## src/phsc_pkg.sv

```systemverilog
// ----------------------------------------------------------------------------
// phsc_pkg
// Shared types and constants for the pump hysteresis safety controller.
// ----------------------------------------------------------------------------
`default_nettype none

package phsc_pkg;

  localparam int RAW_W      = 12;
  localparam int PCT_W      = 7;
  localparam int CENTI_W    = 11;
  localparam int TIME_W     = 32;
  localparam int FAULT_W    = 3;
  localparam int CFG_IDX_W  = 3;
  localparam int CFG_DATA_W = 12;

  // Divider: dividend up to 400*4095 + 300*4095 in magnitude, divisor 12 bits
  localparam int DIV_W = 22;
  localparam int CNT_W = $clog2(DIV_W);

  localparam logic [PCT_W-1:0]   PCT_MAX   = 7'd100;
  localparam logic [CENTI_W-1:0] CENTI_MAX = 11'd1400;
  localparam int PH_AT_4_CENTI = 400;
  localparam int PH_STEP_CENTI = 300;

  // Item kinds
  localparam logic KIND_SAMPLE  = 1'b0;
  localparam logic KIND_CONTROL = 1'b1;

  // Fault codes
  localparam logic [FAULT_W-1:0] FAULT_NONE    = 3'd0;
  localparam logic [FAULT_W-1:0] FAULT_SENSOR  = 3'd1;
  localparam logic [FAULT_W-1:0] FAULT_WATER   = 3'd2;
  localparam logic [FAULT_W-1:0] FAULT_ESTOP   = 3'd3;
  localparam logic [FAULT_W-1:0] FAULT_RUNTIME = 3'd4;

  // Register indexes
  localparam logic [CFG_IDX_W-1:0] CFG_MOISTURE_MIN    = 3'd0;
  localparam logic [CFG_IDX_W-1:0] CFG_MOISTURE_TARGET = 3'd1;
  localparam logic [CFG_IDX_W-1:0] CFG_PH_MIN          = 3'd2;
  localparam logic [CFG_IDX_W-1:0] CFG_PH_MAX          = 3'd3;
  localparam logic [CFG_IDX_W-1:0] CFG_MOIST_DRY       = 3'd4;
  localparam logic [CFG_IDX_W-1:0] CFG_MOIST_WET       = 3'd5;
  localparam logic [CFG_IDX_W-1:0] CFG_PH_RAW_4        = 3'd6;
  localparam logic [CFG_IDX_W-1:0] CFG_PH_RAW_7        = 3'd7;

  // Register reset values
  localparam logic [PCT_W-1:0]   RST_MOISTURE_MIN    = 7'd45;
  localparam logic [PCT_W-1:0]   RST_MOISTURE_TARGET = 7'd65;
  localparam logic [CENTI_W-1:0] RST_PH_MIN          = 11'd550;
  localparam logic [CENTI_W-1:0] RST_PH_MAX          = 11'd700;
  localparam logic [RAW_W-1:0]   RST_MOIST_DRY       = 12'd3000;
  localparam logic [RAW_W-1:0]   RST_MOIST_WET       = 12'd1200;
  localparam logic [RAW_W-1:0]   RST_PH_RAW_4        = 12'd2032;
  localparam logic [RAW_W-1:0]   RST_PH_RAW_7        = 12'd1500;

  typedef struct packed {
    logic              kind;
    logic [RAW_W-1:0]  moisture_raw;
    logic [RAW_W-1:0]  ph_raw;
    logic              sensor_fault;
    logic              water_ok;
    logic [TIME_W-1:0] time_ms;
    logic              has_mode;
    logic              mode_manual;
    logic              has_pump_cmd;
    logic              pump_cmd_on;
    logic              estop;
  } item_t;

  typedef struct packed {
    logic [PCT_W-1:0]   moisture_pct;
    logic [CENTI_W-1:0] ph_centi;
    logic               ph_ok;
    logic               pump_on;
    logic               manual_active;
    logic [FAULT_W-1:0] fault_code;
  } result_t;

  // Controller to datapath
  typedef struct packed {
    logic capture;
    logic ctl_apply;
    logic m_load;
    logic p_load;
    logic div_step;
    logic commit;
  } cmd_t;

  // Datapath to controller
  typedef struct packed {
    logic div_last;
    logic out_free;
  } status_t;

endpackage

`default_nettype wire

```

## src/phsc_item_if.sv

```systemverilog
// ----------------------------------------------------------------------------
// phsc_item_if
// Input channel: valid/ready handshake with sample and control fields.
// ----------------------------------------------------------------------------
`default_nettype none

interface phsc_item_if;
  logic        valid;
  logic        ready;
  logic        kind;
  logic [11:0] moisture_raw;
  logic [11:0] ph_raw;
  logic        sensor_fault;
  logic        water_ok;
  logic [31:0] time_ms;
  logic        has_mode;
  logic        mode_manual;
  logic        has_pump_cmd;
  logic        pump_cmd_on;
  logic        estop;

  modport source (
    output valid, kind, moisture_raw, ph_raw, sensor_fault, water_ok, time_ms,
           has_mode, mode_manual, has_pump_cmd, pump_cmd_on, estop,
    input  ready
  );

  modport sink (
    input  valid, kind, moisture_raw, ph_raw, sensor_fault, water_ok, time_ms,
           has_mode, mode_manual, has_pump_cmd, pump_cmd_on, estop,
    output ready
  );
endinterface

`default_nettype wire

```

## src/phsc_result_if.sv

```systemverilog
// ----------------------------------------------------------------------------
// phsc_result_if
// Output channel: valid/ready handshake with one controller result.
// ----------------------------------------------------------------------------
`default_nettype none

interface phsc_result_if;
  logic        valid;
  logic        ready;
  logic [6:0]  moisture_pct;
  logic [10:0] ph_centi;
  logic        ph_ok;
  logic        pump_on;
  logic        manual_active;
  logic [2:0]  fault_code;

  modport source (
    output valid, moisture_pct, ph_centi, ph_ok, pump_on, manual_active, fault_code,
    input  ready
  );

  modport sink (
    input  valid, moisture_pct, ph_centi, ph_ok, pump_on, manual_active, fault_code,
    output ready
  );
endinterface

`default_nettype wire

```

## src/phsc_ctrl.sv

```systemverilog
// ----------------------------------------------------------------------------
// phsc_ctrl
// Sequencer: accepts items, runs the two calibration divisions, commits.
// ----------------------------------------------------------------------------
`default_nettype none

module phsc_ctrl
  import phsc_pkg::*;
(
  input  wire logic    clk,
  input  wire logic    rst,
  input  wire logic    in_valid,
  input  wire logic    in_kind,
  output logic         in_ready,
  input  wire status_t status,
  output cmd_t         cmd
);

  typedef enum logic [5:0] {
    ST_IDLE   = 6'b000001,
    ST_LOAD_M = 6'b000010,
    ST_DIV_M  = 6'b000100,
    ST_LOAD_P = 6'b001000,
    ST_DIV_P  = 6'b010000,
    ST_DONE   = 6'b100000
  } state_t;

  state_t state, state_next;

  always_comb begin
    state_next = state;
    cmd        = '0;
    in_ready   = 1'b0;
    case (state)
      ST_IDLE: begin
        in_ready = 1'b1;
        if (in_valid) begin
          if (in_kind == KIND_CONTROL) begin
            cmd.ctl_apply = 1'b1;
          end else begin
            cmd.capture = 1'b1;
            state_next  = ST_LOAD_M;
          end
        end
      end
      ST_LOAD_M: begin
        cmd.m_load = 1'b1;
        state_next = ST_DIV_M;
      end
      ST_DIV_M: begin
        cmd.div_step = 1'b1;
        if (status.div_last) state_next = ST_LOAD_P;
      end
      ST_LOAD_P: begin
        cmd.p_load = 1'b1;
        state_next = ST_DIV_P;
      end
      ST_DIV_P: begin
        cmd.div_step = 1'b1;
        if (status.div_last) state_next = ST_DONE;
      end
      ST_DONE: begin
        if (status.out_free) begin
          cmd.commit = 1'b1;
          state_next = ST_IDLE;
        end
      end
      default: begin
        state_next = ST_IDLE;
      end
    endcase
  end

  always_ff @(posedge clk) begin
    if (rst) begin
      state <= ST_IDLE;
    end else begin
      state <= state_next;
    end
  end

endmodule

`default_nettype wire

```

## src/phsc_dp.sv

```systemverilog
// ----------------------------------------------------------------------------
// phsc_dp
// Datapath: registers, calibration with a shared restoring divider,
// pump decision, runtime limit and the result register.
// ----------------------------------------------------------------------------
`default_nettype none

module phsc_dp
  import phsc_pkg::*;
#(
  parameter logic [TIME_W-1:0] MAX_RUN_MS = 32'd300000
) (
  input  wire logic                  clk,
  input  wire logic                  rst,
  input  wire logic                  wr_en,
  input  wire logic [CFG_IDX_W-1:0]  wr_index,
  input  wire logic [CFG_DATA_W-1:0] wr_data,
  input  wire item_t                 item_in,
  input  wire cmd_t                  cmd,
  output status_t                    status,
  output logic                       out_valid,
  input  wire logic                  out_ready,
  output result_t                    out_data
);

  localparam logic signed [DIV_W:0] K_BASE = (DIV_W+1)'(PH_AT_4_CENTI);
  localparam logic signed [DIV_W:0] K_STEP = (DIV_W+1)'(PH_STEP_CENTI);

  // Configuration
  logic [PCT_W-1:0]   moisture_min, moisture_target;
  logic [CENTI_W-1:0] ph_min_centi, ph_max_centi;
  logic [RAW_W-1:0]   m_dry_cal, m_wet_cal, ph_raw_at_4, ph_raw_at_7;

  // Controller state
  logic              pump_running, manual_flag, manual_pump_cmd, estop_pending;
  logic [TIME_W-1:0] pump_start_ms;

  // Captured sample
  logic [RAW_W-1:0]  smp_moist_raw, smp_ph_raw;
  logic              smp_fault, smp_water;
  logic [TIME_W-1:0] smp_time;

  // Divider
  logic [DIV_W-1:0] div_q;
  logic [RAW_W-1:0] div_rem, div_den;
  logic [CNT_W-1:0] div_cnt;
  logic             m_zero, p_zero;
  logic [PCT_W-1:0] moist_q;

  // ---------------------------------------------------------------- setup
  logic signed [RAW_W:0] m_d, m_span, p_d, p_span;
  logic [RAW_W-1:0]      m_d_abs, m_span_abs, p_span_abs;
  logic [DIV_W-1:0]      m_num, p_num_abs;
  logic signed [DIV_W:0] p_span_ext, p_d_ext, p_num;
  logic                  m_zero_c, p_zero_c;

  always_comb begin
    m_d        = $signed({1'b0, smp_moist_raw}) - $signed({1'b0, m_dry_cal});
    m_span     = $signed({1'b0, m_wet_cal}) - $signed({1'b0, m_dry_cal});
    m_d_abs    = m_d[RAW_W] ? RAW_W'(-m_d) : m_d[RAW_W-1:0];
    m_span_abs = m_span[RAW_W] ? RAW_W'(-m_span) : m_span[RAW_W-1:0];
    m_num      = DIV_W'(m_d_abs) * DIV_W'(PCT_MAX);
    // negative quotient or zero span clamps to zero
    m_zero_c   = (m_span == '0) || (m_d[RAW_W] != m_span[RAW_W]);

    p_d        = $signed({1'b0, smp_ph_raw}) - $signed({1'b0, ph_raw_at_4});
    p_span     = $signed({1'b0, ph_raw_at_7}) - $signed({1'b0, ph_raw_at_4});
    p_span_abs = p_span[RAW_W] ? RAW_W'(-p_span) : p_span[RAW_W-1:0];
    p_span_ext = {{(DIV_W-RAW_W){p_span[RAW_W]}}, p_span};
    p_d_ext    = {{(DIV_W-RAW_W){p_d[RAW_W]}}, p_d};
    p_num      = p_span_ext * K_BASE + p_d_ext * K_STEP;
    p_num_abs  = p_num[DIV_W] ? DIV_W'(-p_num) : p_num[DIV_W-1:0];
    p_zero_c   = (p_span == '0) || (p_num[DIV_W] != p_span[RAW_W]);
  end

  // ---------------------------------------------------------------- divide
  logic [RAW_W:0]   trial, diff;
  logic             fits;
  logic [RAW_W-1:0] rem_step;

  always_comb begin
    trial    = {div_rem, div_q[DIV_W-1]};
    fits     = trial >= {1'b0, div_den};
    diff     = trial - {1'b0, div_den};
    rem_step = fits ? diff[RAW_W-1:0] : trial[RAW_W-1:0];
  end

  assign status.div_last = (div_cnt == CNT_W'(DIV_W - 1));
  assign status.out_free = !out_valid || out_ready;

  // ---------------------------------------------------------------- clamp
  logic [PCT_W-1:0]   moist_val;
  logic [CENTI_W-1:0] ph_val;

  always_comb begin
    if (m_zero) moist_val = '0;
    else if (div_q > DIV_W'(PCT_MAX)) moist_val = PCT_MAX;
    else moist_val = div_q[PCT_W-1:0];

    if (p_zero) ph_val = '0;
    else if (div_q > DIV_W'(CENTI_MAX)) ph_val = CENTI_MAX;
    else ph_val = div_q[CENTI_W-1:0];
  end

  // ---------------------------------------------------------------- decide
  logic               want, force_off, run_pre, run_final, trip;
  logic [TIME_W-1:0]  start_pre, elapsed;
  logic [FAULT_W-1:0] fault_pre, fault_final;

  always_comb begin
    if (manual_flag) want = manual_pump_cmd;
    else if (smp_fault) want = 1'b0;
    else if (moist_q < moisture_min) want = 1'b1;
    else if (moist_q >= moisture_target) want = 1'b0;
    else want = pump_running;

    force_off = smp_fault || !smp_water || estop_pending;
    if (estop_pending) fault_pre = FAULT_ESTOP;
    else if (!smp_water) fault_pre = FAULT_WATER;
    else if (smp_fault) fault_pre = FAULT_SENSOR;
    else fault_pre = FAULT_NONE;

    run_pre   = !force_off && want;
    start_pre = (run_pre && !pump_running) ? smp_time : pump_start_ms;
    elapsed   = smp_time - start_pre;
    trip      = run_pre && (elapsed >= MAX_RUN_MS);

    run_final   = run_pre && !trip;
    fault_final = trip ? FAULT_RUNTIME : fault_pre;
  end

  // ---------------------------------------------------------------- registers
  always_ff @(posedge clk) begin
    if (rst) begin
      moisture_min    <= RST_MOISTURE_MIN;
      moisture_target <= RST_MOISTURE_TARGET;
      ph_min_centi    <= RST_PH_MIN;
      ph_max_centi    <= RST_PH_MAX;
      m_dry_cal       <= RST_MOIST_DRY;
      m_wet_cal       <= RST_MOIST_WET;
      ph_raw_at_4     <= RST_PH_RAW_4;
      ph_raw_at_7     <= RST_PH_RAW_7;
    end else if (wr_en) begin
      case (wr_index)
        CFG_MOISTURE_MIN:    moisture_min    <= wr_data[PCT_W-1:0];
        CFG_MOISTURE_TARGET: moisture_target <= wr_data[PCT_W-1:0];
        CFG_PH_MIN:          ph_min_centi    <= wr_data[CENTI_W-1:0];
        CFG_PH_MAX:          ph_max_centi    <= wr_data[CENTI_W-1:0];
        CFG_MOIST_DRY:       m_dry_cal       <= wr_data[RAW_W-1:0];
        CFG_MOIST_WET:       m_wet_cal       <= wr_data[RAW_W-1:0];
        CFG_PH_RAW_4:        ph_raw_at_4     <= wr_data[RAW_W-1:0];
        CFG_PH_RAW_7:        ph_raw_at_7     <= wr_data[RAW_W-1:0];
        default: ;
      endcase
    end
  end

  always_ff @(posedge clk) begin
    if (rst) begin
      pump_running    <= 1'b0;
      manual_flag     <= 1'b0;
      manual_pump_cmd <= 1'b0;
      estop_pending   <= 1'b0;
      pump_start_ms   <= '0;
    end else if (cmd.ctl_apply) begin
      if (item_in.has_mode) manual_flag <= item_in.mode_manual;
      if (item_in.has_pump_cmd) manual_pump_cmd <= item_in.pump_cmd_on;
      if (item_in.estop) estop_pending <= 1'b1;
    end else if (cmd.commit) begin
      pump_running  <= run_final;
      pump_start_ms <= run_final ? start_pre : '0;
      estop_pending <= 1'b0;
    end
  end

  always_ff @(posedge clk) begin
    if (cmd.capture) begin
      smp_moist_raw <= item_in.moisture_raw;
      smp_ph_raw    <= item_in.ph_raw;
      smp_fault     <= item_in.sensor_fault;
      smp_water     <= item_in.water_ok;
      smp_time      <= item_in.time_ms;
    end
  end

  always_ff @(posedge clk) begin
    if (rst) begin
      div_cnt <= '0;
    end else if (cmd.m_load || cmd.p_load) begin
      div_cnt <= '0;
    end else if (cmd.div_step) begin
      div_cnt <= div_cnt + 1'b1;
    end
  end

  always_ff @(posedge clk) begin
    if (cmd.m_load) begin
      div_q   <= m_num;
      div_den <= m_span_abs;
      div_rem <= '0;
      m_zero  <= m_zero_c;
    end else if (cmd.p_load) begin
      moist_q <= moist_val;
      div_q   <= p_num_abs;
      div_den <= p_span_abs;
      div_rem <= '0;
      p_zero  <= p_zero_c;
    end else if (cmd.div_step) begin
      div_q   <= {div_q[DIV_W-2:0], fits};
      div_rem <= rem_step;
    end
  end

  // Result register
  always_ff @(posedge clk) begin
    if (rst) begin
      out_valid <= 1'b0;
    end else if (cmd.commit) begin
      out_valid <= 1'b1;
    end else if (out_ready) begin
      out_valid <= 1'b0;
    end
  end

  always_ff @(posedge clk) begin
    if (cmd.commit) begin
      out_data.moisture_pct  <= moist_q;
      out_data.ph_centi      <= ph_val;
      out_data.ph_ok         <= (ph_val >= ph_min_centi) && (ph_val <= ph_max_centi);
      out_data.pump_on       <= run_final;
      out_data.manual_active <= manual_flag;
      out_data.fault_code    <= fault_final;
    end
  end

endmodule

`default_nettype wire

```

## src/pump_hysteresis_safety_controller.sv

```systemverilog
// Sample item: the result is registered on commit; the next item is taken
//   the cycle after the result is committed, so samples do not overlap.
// Each sample runs the shared restoring divider, 22 steps for moisture and
//   22 for pH, and commits once the result register is free or being read.
// Synchronous active-high reset restores register defaults, auto mode,
//   pump off, no pending stop; no result is pending after reset.
// ----------------------------------------------------------------------------
// pump_hysteresis_safety_controller
// Top level: hysteresis pump controller with calibration and safety overrides.
// ----------------------------------------------------------------------------
`default_nettype none

module pump_hysteresis_safety_controller
  import phsc_pkg::*;
#(
  parameter logic [31:0] MAX_RUN_MS = 32'd300000
) (
  input  wire logic                  clk,
  input  wire logic                  rst,
  phsc_item_if.sink                  item,
  phsc_result_if.source              result,
  input  wire logic                  wr_en,
  input  wire logic [CFG_IDX_W-1:0]  wr_index,
  input  wire logic [CFG_DATA_W-1:0] wr_data
);

  cmd_t    cmd;
  status_t status;
  item_t   item_data;
  result_t result_data;

  assign item_data.kind         = item.kind;
  assign item_data.moisture_raw = item.moisture_raw;
  assign item_data.ph_raw       = item.ph_raw;
  assign item_data.sensor_fault = item.sensor_fault;
  assign item_data.water_ok     = item.water_ok;
  assign item_data.time_ms      = item.time_ms;
  assign item_data.has_mode     = item.has_mode;
  assign item_data.mode_manual  = item.mode_manual;
  assign item_data.has_pump_cmd = item.has_pump_cmd;
  assign item_data.pump_cmd_on  = item.pump_cmd_on;
  assign item_data.estop        = item.estop;

  phsc_ctrl u_ctrl (
    .clk      (clk),
    .rst      (rst),
    .in_valid (item.valid),
    .in_kind  (item.kind),
    .in_ready (item.ready),
    .status   (status),
    .cmd      (cmd)
  );

  phsc_dp #(
    .MAX_RUN_MS (MAX_RUN_MS)
  ) u_dp (
    .clk       (clk),
    .rst       (rst),
    .wr_en     (wr_en),
    .wr_index  (wr_index),
    .wr_data   (wr_data),
    .item_in   (item_data),
    .cmd       (cmd),
    .status    (status),
    .out_valid (result.valid),
    .out_ready (result.ready),
    .out_data  (result_data)
  );

  assign result.moisture_pct  = result_data.moisture_pct;
  assign result.ph_centi      = result_data.ph_centi;
  assign result.ph_ok         = result_data.ph_ok;
  assign result.pump_on       = result_data.pump_on;
  assign result.manual_active = result_data.manual_active;
  assign result.fault_code    = result_data.fault_code;

endmodule

`default_nettype wire

```

## src/flat_wrapper.sv

```systemverilog
// flat-port wrapper written by rule: the top's interface ports become plain ports
module pump_hysteresis_safety_controller_flat import phsc_pkg::*;
#(
  parameter logic [31:0] MAX_RUN_MS = 32'd300000
)
  (clk, rst, wr_en, wr_index, wr_data, item_valid, item_kind, item_moisture_raw, item_ph_raw, item_sensor_fault, item_water_ok, item_time_ms, item_has_mode, item_mode_manual, item_has_pump_cmd, item_pump_cmd_on, item_estop, item_ready, result_valid, result_moisture_pct, result_ph_centi, result_ph_ok, result_pump_on, result_manual_active, result_fault_code, result_ready);
  phsc_item_if item_i ();
  phsc_result_if result_i ();
  input  wire logic clk;
  input  wire logic rst;
  input  wire logic wr_en;
  input  wire logic [CFG_IDX_W-1:0] wr_index;
  input  wire logic [CFG_DATA_W-1:0] wr_data;
  input wire logic [$bits(item_i.valid)-1:0] item_valid;
  input wire logic [$bits(item_i.kind)-1:0] item_kind;
  input wire logic [$bits(item_i.moisture_raw)-1:0] item_moisture_raw;
  input wire logic [$bits(item_i.ph_raw)-1:0] item_ph_raw;
  input wire logic [$bits(item_i.sensor_fault)-1:0] item_sensor_fault;
  input wire logic [$bits(item_i.water_ok)-1:0] item_water_ok;
  input wire logic [$bits(item_i.time_ms)-1:0] item_time_ms;
  input wire logic [$bits(item_i.has_mode)-1:0] item_has_mode;
  input wire logic [$bits(item_i.mode_manual)-1:0] item_mode_manual;
  input wire logic [$bits(item_i.has_pump_cmd)-1:0] item_has_pump_cmd;
  input wire logic [$bits(item_i.pump_cmd_on)-1:0] item_pump_cmd_on;
  input wire logic [$bits(item_i.estop)-1:0] item_estop;
  output wire logic [$bits(item_i.ready)-1:0] item_ready;
  output wire logic [$bits(result_i.valid)-1:0] result_valid;
  output wire logic [$bits(result_i.moisture_pct)-1:0] result_moisture_pct;
  output wire logic [$bits(result_i.ph_centi)-1:0] result_ph_centi;
  output wire logic [$bits(result_i.ph_ok)-1:0] result_ph_ok;
  output wire logic [$bits(result_i.pump_on)-1:0] result_pump_on;
  output wire logic [$bits(result_i.manual_active)-1:0] result_manual_active;
  output wire logic [$bits(result_i.fault_code)-1:0] result_fault_code;
  input wire logic [$bits(result_i.ready)-1:0] result_ready;
  assign item_i.valid = item_valid;
  assign item_i.kind = item_kind;
  assign item_i.moisture_raw = item_moisture_raw;
  assign item_i.ph_raw = item_ph_raw;
  assign item_i.sensor_fault = item_sensor_fault;
  assign item_i.water_ok = item_water_ok;
  assign item_i.time_ms = item_time_ms;
  assign item_i.has_mode = item_has_mode;
  assign item_i.mode_manual = item_mode_manual;
  assign item_i.has_pump_cmd = item_has_pump_cmd;
  assign item_i.pump_cmd_on = item_pump_cmd_on;
  assign item_i.estop = item_estop;
  assign item_ready = item_i.ready;
  assign result_valid = result_i.valid;
  assign result_moisture_pct = result_i.moisture_pct;
  assign result_ph_centi = result_i.ph_centi;
  assign result_ph_ok = result_i.ph_ok;
  assign result_pump_on = result_i.pump_on;
  assign result_manual_active = result_i.manual_active;
  assign result_fault_code = result_i.fault_code;
  assign result_i.ready = result_ready;
  pump_hysteresis_safety_controller #(.MAX_RUN_MS(MAX_RUN_MS)) u_core (.clk(clk), .rst(rst), .item(item_i), .result(result_i), .wr_en(wr_en), .wr_index(wr_index), .wr_data(wr_data));
endmodule
```

## config.mk

```make
export PLATFORM = sky130hd
export DESIGN_NAME = pump_hysteresis_safety_controller_flat
export DESIGN_NICKNAME = d
export VERILOG_FILES = /design/src/phsc_pkg.sv /design/src/phsc_item_if.sv /design/src/phsc_result_if.sv /design/src/phsc_ctrl.sv /design/src/phsc_dp.sv /design/src/pump_hysteresis_safety_controller.sv /design/src/flat_wrapper.sv
export SDC_FILE = /design/constraint.sdc
export NUM_CORES = 1
export LEC_CHECK = 0
export ABC_CLOCK_PERIOD_IN_PS = 16000
export CORE_MARGIN = 2
export CORE_UTILIZATION = 71
export DETAILED_ROUTE_END_ITERATION = 16
export DONT_BUFFER_PORTS = 1
export PLACE_DENSITY_LB_ADDON = 0.12
export SKIP_LAST_GASP = 1
export SYNTH_ARGS = -nofsm -noshare
export SYNTH_HDL_FRONTEND = slang
export SYNTH_SLANG_ARGS = --single-unit
```

## constraint.sdc

```tcl
create_clock -name clk -period 16 [get_ports clk]
set_input_delay 1.6 -clock clk [delete_from_list [all_inputs] [get_ports clk]]
set_output_delay 1.6 -clock clk [all_outputs]
set_load 0.005 [all_outputs]
```

==> flow_summary.json, run 1 <==
{
  "status": "complete, no violations",
  "grt_pass1_vias": 16229,
  "via_per_inst": 6.119,
  "postSynthCellCount": 2328,
  "core_area_um2": 29480,
  "ctsResizeCount": 0,
  "maxSlewHeadroom_pct": 26.22,
  "hp-class": "reg -> reg",
  "critical_path_class": "reg -> reg",
  "cts_setup_buffers": 0,
  "dr.pass1.iters": 6,
  "ant_nets": 0,
  "finalMaxSlewViolations": 0,
  "cts_tree": "built",
  "route.detailed.drc": 0,
  "drt_iter0_drc": 1224,
  "fin_hold_ws_ns": 0.4567,
  "grt_usage_pct": 31.71,
  "rows": 63,
  "m1WireLength_mm": 21.14,
  "cts_sinks": 269,
  "cts_buffers": 29,
  "placed_cells": 2675,
  "tns_ns": 0,
  "layout_min_cycle_time_ns": 8.999,
  "area_delta_synth_final_pct": 6.191,
  "regToRegStartpoint": "u_core.u_dp.ph_raw_at_4[1]",
  "critPathLaunchType": "flip-flop",
  "yosysWarnings": 0,
  "die_y_um": 176.5,
  "grt_pass1_wl_mm": 80.11,
  "final_cells": 2732,
  "synth-seq-area-share_pct": 31.16,
  "rsz0062_at_grt": "no",
  "yosys_register_bits": 269,
  "crit_path_start": "u_core.u_dp.ph_raw_at_4[1]",
  "drive_above_1_share_pct": 5.175,
  "cts_max_level": 1,
  "ys_async_sr_fraction_pct": 0,
  "synth_area_leaders": "edfxtp_1 17%, ha_1 17%, dfxtp_1 14%, xnor2_1 4.8%, fa_1 4.5%",
  "reg2reg_slack_ns": 7.00,
  "hpwl_mm": 38.48,
  "filler_cell_count": 2154,
  "synth_top_area_share_pct": 17.05,
  "nets": 2734,
  "worst_ep_arrival_time_ns": 9.28,
  "cts_root_buf": "clkbuf_16",
  "hold_viol_final": 0,
  "slowest_stage": "xnor3_1",
  "gp_congestion": 0.8992,
  "tightest_slew_ns": 1.106,
  "grt_overflow_total": 0,
  "dp_slack_ns": 7.228,
  "die_w_um": 176.5,
  "hp-start": "u_core.u_dp.m_wet_cal[0]",
  "yosys_most_used_dff": "dfxtp_1",
  "cts_buffer_depth": 3,
  "fin_skew_ns": 0.02080,
  "syn_area_um2": 21140,
  "regArea_um2": 6586,
  "clkLatencyLatePin_ns": 0.55,
  "maxCapViolations": 0,
  "setup_violations": 0,
  "pin_count": 110,
  "cp_max_fo": 22,
  "max_stage_delay_ns": 1.03,
  "io_buffers": 0,
  "wl_met2_mm": 24.13,
  "cp_common_cell": "o21ai_0",
  "antenna_found_initial": 2,
  "syn_nets": 2746,
  "cts_hold_buf": 0,
  "grt_max_degree": 100,
  "dieArea_um2": 31170,
  "fmax_mhz": 111.1,
  "dr.max_layer_used": "met4",
  "start_util_pct": 71.70,
  "synth_edf_count": 120,
  "end_kind": "flip-flop",
  "yosys.area.top_type": "edfxtp_1",
  "clk_pin_slew_ns": 0.06,
  "drt_wl_total_mm": 49.69,
  "dr_wl_met3_mm": 2.967,
  "avgSynthCellArea_um2": 9.080,
  "final.period_utilization_pct": 56.24,
  "ys_types": 82,
  "multi_input_area_um2": 13420,
  "required_ns": 16.28,
  "num_vias": 16717,
  "wl_per_cell_um": 18.19,
  "setup_ws_ns": 7.001
}
-- cell usage in the layout (no fill, tap or decap), types with 17 or more instances in the layout --
master	count
a211o_1	30
a211oi_1	17
a21o_1	40
a21oi_1	145
a22oi_1	20
and3_1	21
clkbuf_16	30
dfxtp_1	149
edfxtp_1	120
fa_1	48
ha_1	286
inv_1	242
mux2i_1	63
nand2_1	212
nand2b_1	25
nand3_1	29
nand3b_1	22
nor2_1	170
nor2b_1	33
nor3_1	44
o21a_1	27
o21ai_0	99
o21ai_2	29
o21bai_1	17
xnor2_1	117
xor2_1	45
-- metrics by stage --
| step | cell area [um2] | utilization (%) |
|---|---|---|
| 2_1_floorplan | 21140 | - |
| 3_3_place_gp | 21530 | 73.02 |
| 3_5_place_dp | 21530 | 73.02 |
| 4_1_cts | 22440 | 76.11 |
| 5_1_grt | 22440 | 76.13 |
| 6_report | 22450 | 76.14 |
-- logic make-up after synthesis --
logic type | synth area share (%)
xor gates and xnor gates | 6.819
adders and majority gates | 21.48
DFF | 31.16
buffers and inverters | 5.511
muxes | 3.161
AOI/OAI and AO/OA | 17.17
and+or+nand+nor | 14.71
-- cell type report --
type / count / area share, %
inverter: 244 / 4.080
sequential: 269 / 29.34
clock buffer: 42 / 3.679
multi-input combinational: 1757 / 59.80
timing repair buffer: 15 / 0.5017
antenna: 4 / 0.04459
tap: 390 / 2.174
clock inverter: 11 / 0.3790
-- metal layers --
metal	vias up	global-route usage, %
met1	7959	40.84
met2	482	55.91
met4	0	8.609
met5	-	0
met3	88	4.264
li1	8188	-
-- flip-flops by register name, summed over array words and instances (netlist names), 11 cells and up --
name,count
u_core.u_dp.out_data,24
u_core.u_dp.m_dry_cal,12
u_core.u_dp.div_rem,12
u_core.u_dp.smp_ph_raw,12
u_core.u_dp.smp_time,32
u_core.u_dp.div_den,12
u_core.u_dp.div_q,22
u_core.u_dp.ph_min_centi,11
u_core.u_dp.pump_start_ms,32
u_core.u_dp.ph_raw_at_7,12
u_core.u_dp.m_wet_cal,12
u_core.u_dp.ph_raw_at_4,12
u_core.u_dp.ph_max_centi,11
u_core.u_dp.smp_moist_raw,12
-- synth_stat cells, types with 5 or more instances --
library cell and number:
ha_1 286, inv_1 242, nand2_1 212, nor2_1 173
dfxtp_1 149, a21oi_1 145, edfxtp_1 120, xnor2_1 117
o21ai_0 100, mux2i_1 63, fa_1 48, clkbuf_1 46
nor3_1 45, xor2_1 45, a21o_1 40, nor2b_1 33
a211o_1 30, nand3_1 29, o21ai_2 29, o21a_1 27
nand2b_1 25, nand3b_1 22, and3_1 21, a22oi_1 20
a211oi_1 17, o21bai_1 17, nand4_1 16, o211ai_1 16
a21boi_0 14, and2_1 14, a31oi_1 13, nor4_1 13
or2_2 13, o31ai_1 10, nor3b_1 8, or3_1 8
a2111oi_0 5, a311oi_1 5, a41oi_1 5, nand4b_1 5
o2111ai_1 5, o21ai_1 5, o41ai_1 5, or4_1 5
-- worst max-delay path: cells and delay by family (launching register included) --
kind | cells | cell delay (ns)
AO/OA/AOI/OAI | 17 | 3.76
XOR/XNOR | 3 | 1.34
adder cells (fa/ha/maj) | 6 | 2.31
buffers and inverters | 4 | 0.29
flip-flops | 1 | 0.37
AND/OR/NAND/NOR | 4 | 0.62
-- final timing paths --
check,endpoint,cells past startpoint
max,u_core.u_dp.div_q[15],34
min,u_core.u_dp.m_wet_cal[0],2
max reg2reg,u_core.u_dp.div_q[15],34
min reg2reg,u_core.u_dp.m_wet_cal[0],2
Power of run 1 is left out: the tool's default activity adds up to more than one toggle a clock period on the data nets, which glitch-free logic cannot reach.
==> run 2: changes to the inputs <==
- ABC_CLOCK_PERIOD_IN_PS: 16000 -> 8400
- CORE_UTILIZATION: 71 -> 66
- clock period: 16 -> 8.4 ns (I/O delays scaled with it)
==> run 2 against run 1 <==
  * Register-to-register slack worse by 6.4 ns
  * First-iteration DRC count is 14% lower
  * Final cell count is 0.84% higher
  * Critical path depth is 1 lower
  * Wire length is 0.54% lower
  * Non-clock buffer count is 10 higher
  * Via count is 0.59% lower
  * Flip-flop and latch count stayed put
  * Global-route usage is 2.3 points lower
  * Worst hold slack worse by 0.12 ns
==> flow_summary.json, run 2 (synthesized netlist as in run 1, its figures left out) <==
{
  "status": "complete, no violations",
  "clk_pin_slew_ns": 0.06,
  "drt_wl_total_mm": 49.42,
  "setup_violations": 0,
  "num_vias": 16618,
  "grt_overflow_total": 0,
  "fmax_mhz": 127.6,
  "final_util_pct": 71.61,
  "die_w_um": 183.0,
  "area_delta_synth_final_pct": 6.902,
  "critPathLaunchType": "flip-flop",
  "antenna_found_initial": 2,
  "crit_buf_inv": 4,
  "slowest_stage": "fa_1",
  "worst_ep_arrival_time_ns": 8.12,
  "nets": 2745,
  "finalInstanceArea_um2": 22600,
  "pin_count": 110,
  "largest_registers": "u_core.u_dp.pump_start_ms (32), u_core.u_dp.smp_time (32), u_core.u_dp.out_data (24)",
  "end_kind": "flip-flop",
  "cts_buffers": 30,
  "clkLatencyLatePin_ns": 0.58,
  "cts_sinks": 269,
  "filler_cell_count": 2451,
  "layout_min_cycle_time_ns": 7.835,
  "grt_pass1_vias": 16216,
  "tightest_slew_ns": 1.096,
  "cts_buffer_depth": 3,
  "maxCapViolations": 0,
  "cp_common_cell": "o21ai_0",
  "dieArea_um2": 33470,
  "tns_ns": 0,
  "start_util_pct": 66.99,
  "gp_congestion": 0.8925,
  "drive_above_1_share_pct": 5.830,
  "finalMaxSlewViolations": 0,
  "critical_path_class": "reg -> reg",
  "wl_per_cell_um": 17.94,
  "place_area_um2": 21590,
  "io_buffers": 0,
  "final.period_utilization_pct": 93.27,
  "ant_nets": 0,
  "cts_root_buf": "clkbuf_16",
  "hp-class": "in -> reg",
  "fin_skew_ns": 0.01283,
  "grt_pass1_wl_mm": 80.03,
  "drt_iter0_drc": 1054,
  "rows": 65,
  "final_cell_mix": "286 x ha_1, 242 x inv_1, 212 x nand2_1",
  "hpwl_mm": 38.19,
  "crit_family": "compound AO/OA/AOI/OAI gates",
  "cp_max_fo": 22,
  "grt_usage_pct": 29.44,
  "cts_max_level": 1,
  "core_area_um2": 31560,
  "hold_viol_final": 0,
  "cts_tree": "built",
  "dr.pass1.iters": 4,
  "maxSlewHeadroom_pct": 26.96,
  "max_stage_delay_ns": 0.50,
  "required_ns": 8.68,
  "route.detailed.drc": 0,
  "die_y_um": 183.0,
  "via_per_inst": 6.032,
  "grt_max_degree": 100,
  "final_common_cell": "ha_1"
}
run 2: cell count changes in the layout (fill, tap and decap cells not counted), moves of 2 or more:
cell	before	now
o21ai_1	6	8
o41ai_1	5	3
clkbuf_8	3	1
inv_6	2	0
buf_4	15	24
o41ai_2	0	2
o21ai_0	99	97
clkbuf_1	9	7
clkinv_1	4	7
run 2: cell type report:
type | instances | area, um2 | area share, %
clock inverter | 17 | 146.4 | 0.6478
clock buffer | 38 | 790.8 | 3.499
timing repair buffer | 25 | 191.4 | 0.8472
antenna | 3 | 7.507 | 0.03322
sequential | 269 | 6586 | 29.15
multi-input combinational | 1757 | 13460 | 59.55
tap | 402 | 503.0 | 2.226
inverter | 244 | 915.9 | 4.053
run 2: worst paths after layout:
kind	startpoint	to	slack (ns)	cells past startpoint
setup / recovery	u_core.u_dp.ph_raw_at_4[1]	u_core.u_dp.div_q[15]	0.56	33
hold / removal	rst	u_core.u_dp.out_valid	0.34	1
setup reg to reg	u_core.u_dp.ph_raw_at_4[1]	u_core.u_dp.div_q[15]	0.56	33
hold reg to reg	u_core.u_dp.pump_start_ms[15]	u_core.u_dp.pump_start_ms[15]	0.45	2
run 2: timing repair:
item / 4_1_cts / 5_1_grt
buffers inserted: 0 / 3
hold buffers: 0 / 0
endpoints found under the setup margin: 0 / 20
resized for setup: 0 / 10
run 2: layer usage:
metal / GRT usage [%] / part of all wire (%) / vias to the layer above
met5: 0 / 0 / -
met4: 7.168 / 2.4 / 0
met3: 4.428 / 5.9 / 91
met2: 51.36 / 48 / 448
met1: 38.50 / 44 / 7860
li1: - / - / 8219
run 2: per-stage QoR:
stage	hold WS [ns]	setup slack, ns	instances
6_report	0.3404	0.5650	2755
3_3_place_gp	0.4343	0.5436	2694
4_1_cts	0.3313	0.09162	2749
2_1_floorplan	0.4290	0.9216	2328
5_1_grt	0.3274	-0.0005986	2753
3_5_place_dp	0.4409	0.1383	2694
Power of run 2 is left out for the same reason.
==> run 3: changes to the inputs <==
- CORE_UTILIZATION: 66 -> 50
==> run 3 against run 2 <==
  * Final cell count rose by 4.9%
  * Flip-flop and latch count did not move
  * Global-route usage fell by 6.4 points
  * Critical path depth rose by 1
  * Cell area rose by 0.96%
  * Sequential share of layout area fell by 0.28 points
  * Worst hold slack improved by 0.0015 ns
  * Die area rose by 31%
  * Wire length rose by 3.2%
  * Count of clock-buffer cells in the layout rose by 9
==> flow_summary.json, run 3 (synthesized netlist as in run 1, its figures left out) <==
{
  "slowest_stage": "fa_1",
  "drive_above_1_share_pct": 5.870,
  "clk_pin_slew_ns": 0.06,
  "gp_congestion": 0.8716,
  "critPathLaunchType": "flip-flop",
  "fin_skew_ns": 0.01314,
  "final_common_cell": "ha_1",
  "required_ns": 8.70,
  "hpwl_mm": 40.05,
  "cts_tree": "built",
  "area_delta_synth_final_pct": 7.926,
  "largest_registers": "u_core.u_dp.pump_start_ms (32), u_core.u_dp.smp_time (32), u_core.u_dp.out_data (24)",
  "filler_cell_count": 3853,
  "grt_overflow_total": 0,
  "route.detailed.drc": 0,
  "gr-usage-met1_pct": 31.58,
  "setup_violations": 0,
  "num_vias": 16237,
  "cp_max_fo": 22,
  "layout_min_cycle_time_ns": 7.732,
  "cts_sinks": 269,
  "io_buffers": 0,
  "pin_count": 110,
  "cts_max_level": 1,
  "drt_wl_total_mm": 50.98,
  "cts_buffer_depth": 3,
  "end_kind": "flip-flop",
  "via_per_inst": 5.616,
  "critical_path_class": "reg -> reg",
  "hp-class": "in -> reg",
  "drt_iter0_drc": 837,
  "hold_viol_final": 0,
  "ant_nets": 0,
  "dr.pass1.iters": 5,
  "worst_ep_arrival_time_ns": 8.03,
  "nets": 2745,
  "maxCapViolations": 0,
  "die_w_um": 209.6,
  "grt_pass1_wl_mm": 82.28,
  "clkLatencyLatePin_ns": 0.57,
  "grt_usage_pct": 23.05,
  "grt_max_degree": 100,
  "wl_per_cell_um": 17.63,
  "rows": 75,
  "status": "complete, no violations",
  "tns_ns": 0,
  "grt_util_met3_pct": 2.783,
  "busiest_layer": "met2",
  "crit_family": "compound AO/OA/AOI/OAI gates",
  "antenna_found_initial": 1,
  "final_cell_mix": "286 x ha_1, 242 x inv_1, 212 x nand2_1",
  "dieArea_um2": 43940,
  "final.period_utilization_pct": 92.04,
  "core_area_um2": 41850,
  "crit_buf_inv": 5,
  "met2_usage_pct": 39.56,
  "cp_common_cell": "a21oi_1",
  "cts_root_buf": "clkbuf_16",
  "start_util_pct": 50.51,
  "finalMaxSlewViolations": 0,
  "tightest_slew_ns": 1.132,
  "maxSlewHeadroom_pct": 24.02,
  "cts_hold_buf": 0,
  "fmax_mhz": 129.3,
  "rsz0062_at_grt": "no",
  "cts_buffers": 30,
  "max_stage_delay_ns": 0.52,
  "cts_setup_buffers": 0,
  "grt_pass1_vias": 15945,
  "die_y_um": 209.6
}
[run 3: final timing paths]
path | startpoint | endpoint | slack [ns] | cells after the start
worst max-delay path | u_core.u_dp.ph_raw_at_4[0] | u_core.u_dp.div_q[14] | 0.67 | 34
worst min-delay path | rst | u_core.u_dp.out_valid | 0.34 | 1
worst max register to register | u_core.u_dp.ph_raw_at_4[0] | u_core.u_dp.div_q[14] | 0.67 | 34
worst min register to register | u_core.u_dp.pump_start_ms[21] | u_core.u_dp.pump_start_ms[21] | 0.45 | 2
[run 3: per-layer routing]
| layer | vias to the layer above | share of wire [%] | wire, um |
|---|---|---|---|
| met5 | - | 0 | 0 |
| met4 | 0 | 1.8 | 896 |
| met3 | 54 | 4.0 | 2043 |
| met2 | 286 | 47 | 23900 |
| met1 | 7683 | 47 | 24140 |
| li1 | 8214 | - | - |
[run 3: final cells by class]
class | instances | area (um2) | area share [%]
diodes | 1 | 2.502 | 0.01097
multi-input cells | 1757 | 13440 | 58.93
repair buffers | 25 | 191.4 | 0.8391
inverters | 244 | 915.9 | 4.015
clock inverters | 9 | 102.6 | 0.4497
well taps | 539 | 674.4 | 2.956
flip-flops and latches | 269 | 6586 | 28.87
clock buffers | 47 | 897.1 | 3.932
[run 3: what timing repair did]
| item | CTS | global route |
|---|---|---|
| endpoints found under the setup margin | 0 | 20 |
| resized for setup | 0 | 7 |
| endpoints found under the hold margin | 0 | 0 |
[run 3: worst register-to-register path, delay by kind of cell, from the launching register on]
family | cells | cell delay [ns]
xor gates and xnor gates | 5 | 1.19
and+or+nand+nor | 4 | 0.37
buffers and inverters | 5 | 0.62
adders and majority gates | 6 | 2.34
DFF | 1 | 0.33
AOI/OAI and AO/OA | 14 | 2.59
[run 3: through the flow]
step	worst slack, ns	utilization [%]	hold slack, ns	cell area, um2	cells
2_1_floorplan	0.9216	-	0.4290	21140	2328
5_1_grt	0.05140	54.51	0.3255	22810	2891
6_report	0.6685	54.51	0.3419	22810	2891
3_3_place_gp	0.5030	52.06	0.4344	21790	2834
3_5_place_dp	0.4501	52.06	0.4416	21790	2834
4_1_cts	0.3651	54.45	0.3321	22790	2890
Power of run 3 is left out for the same reason.
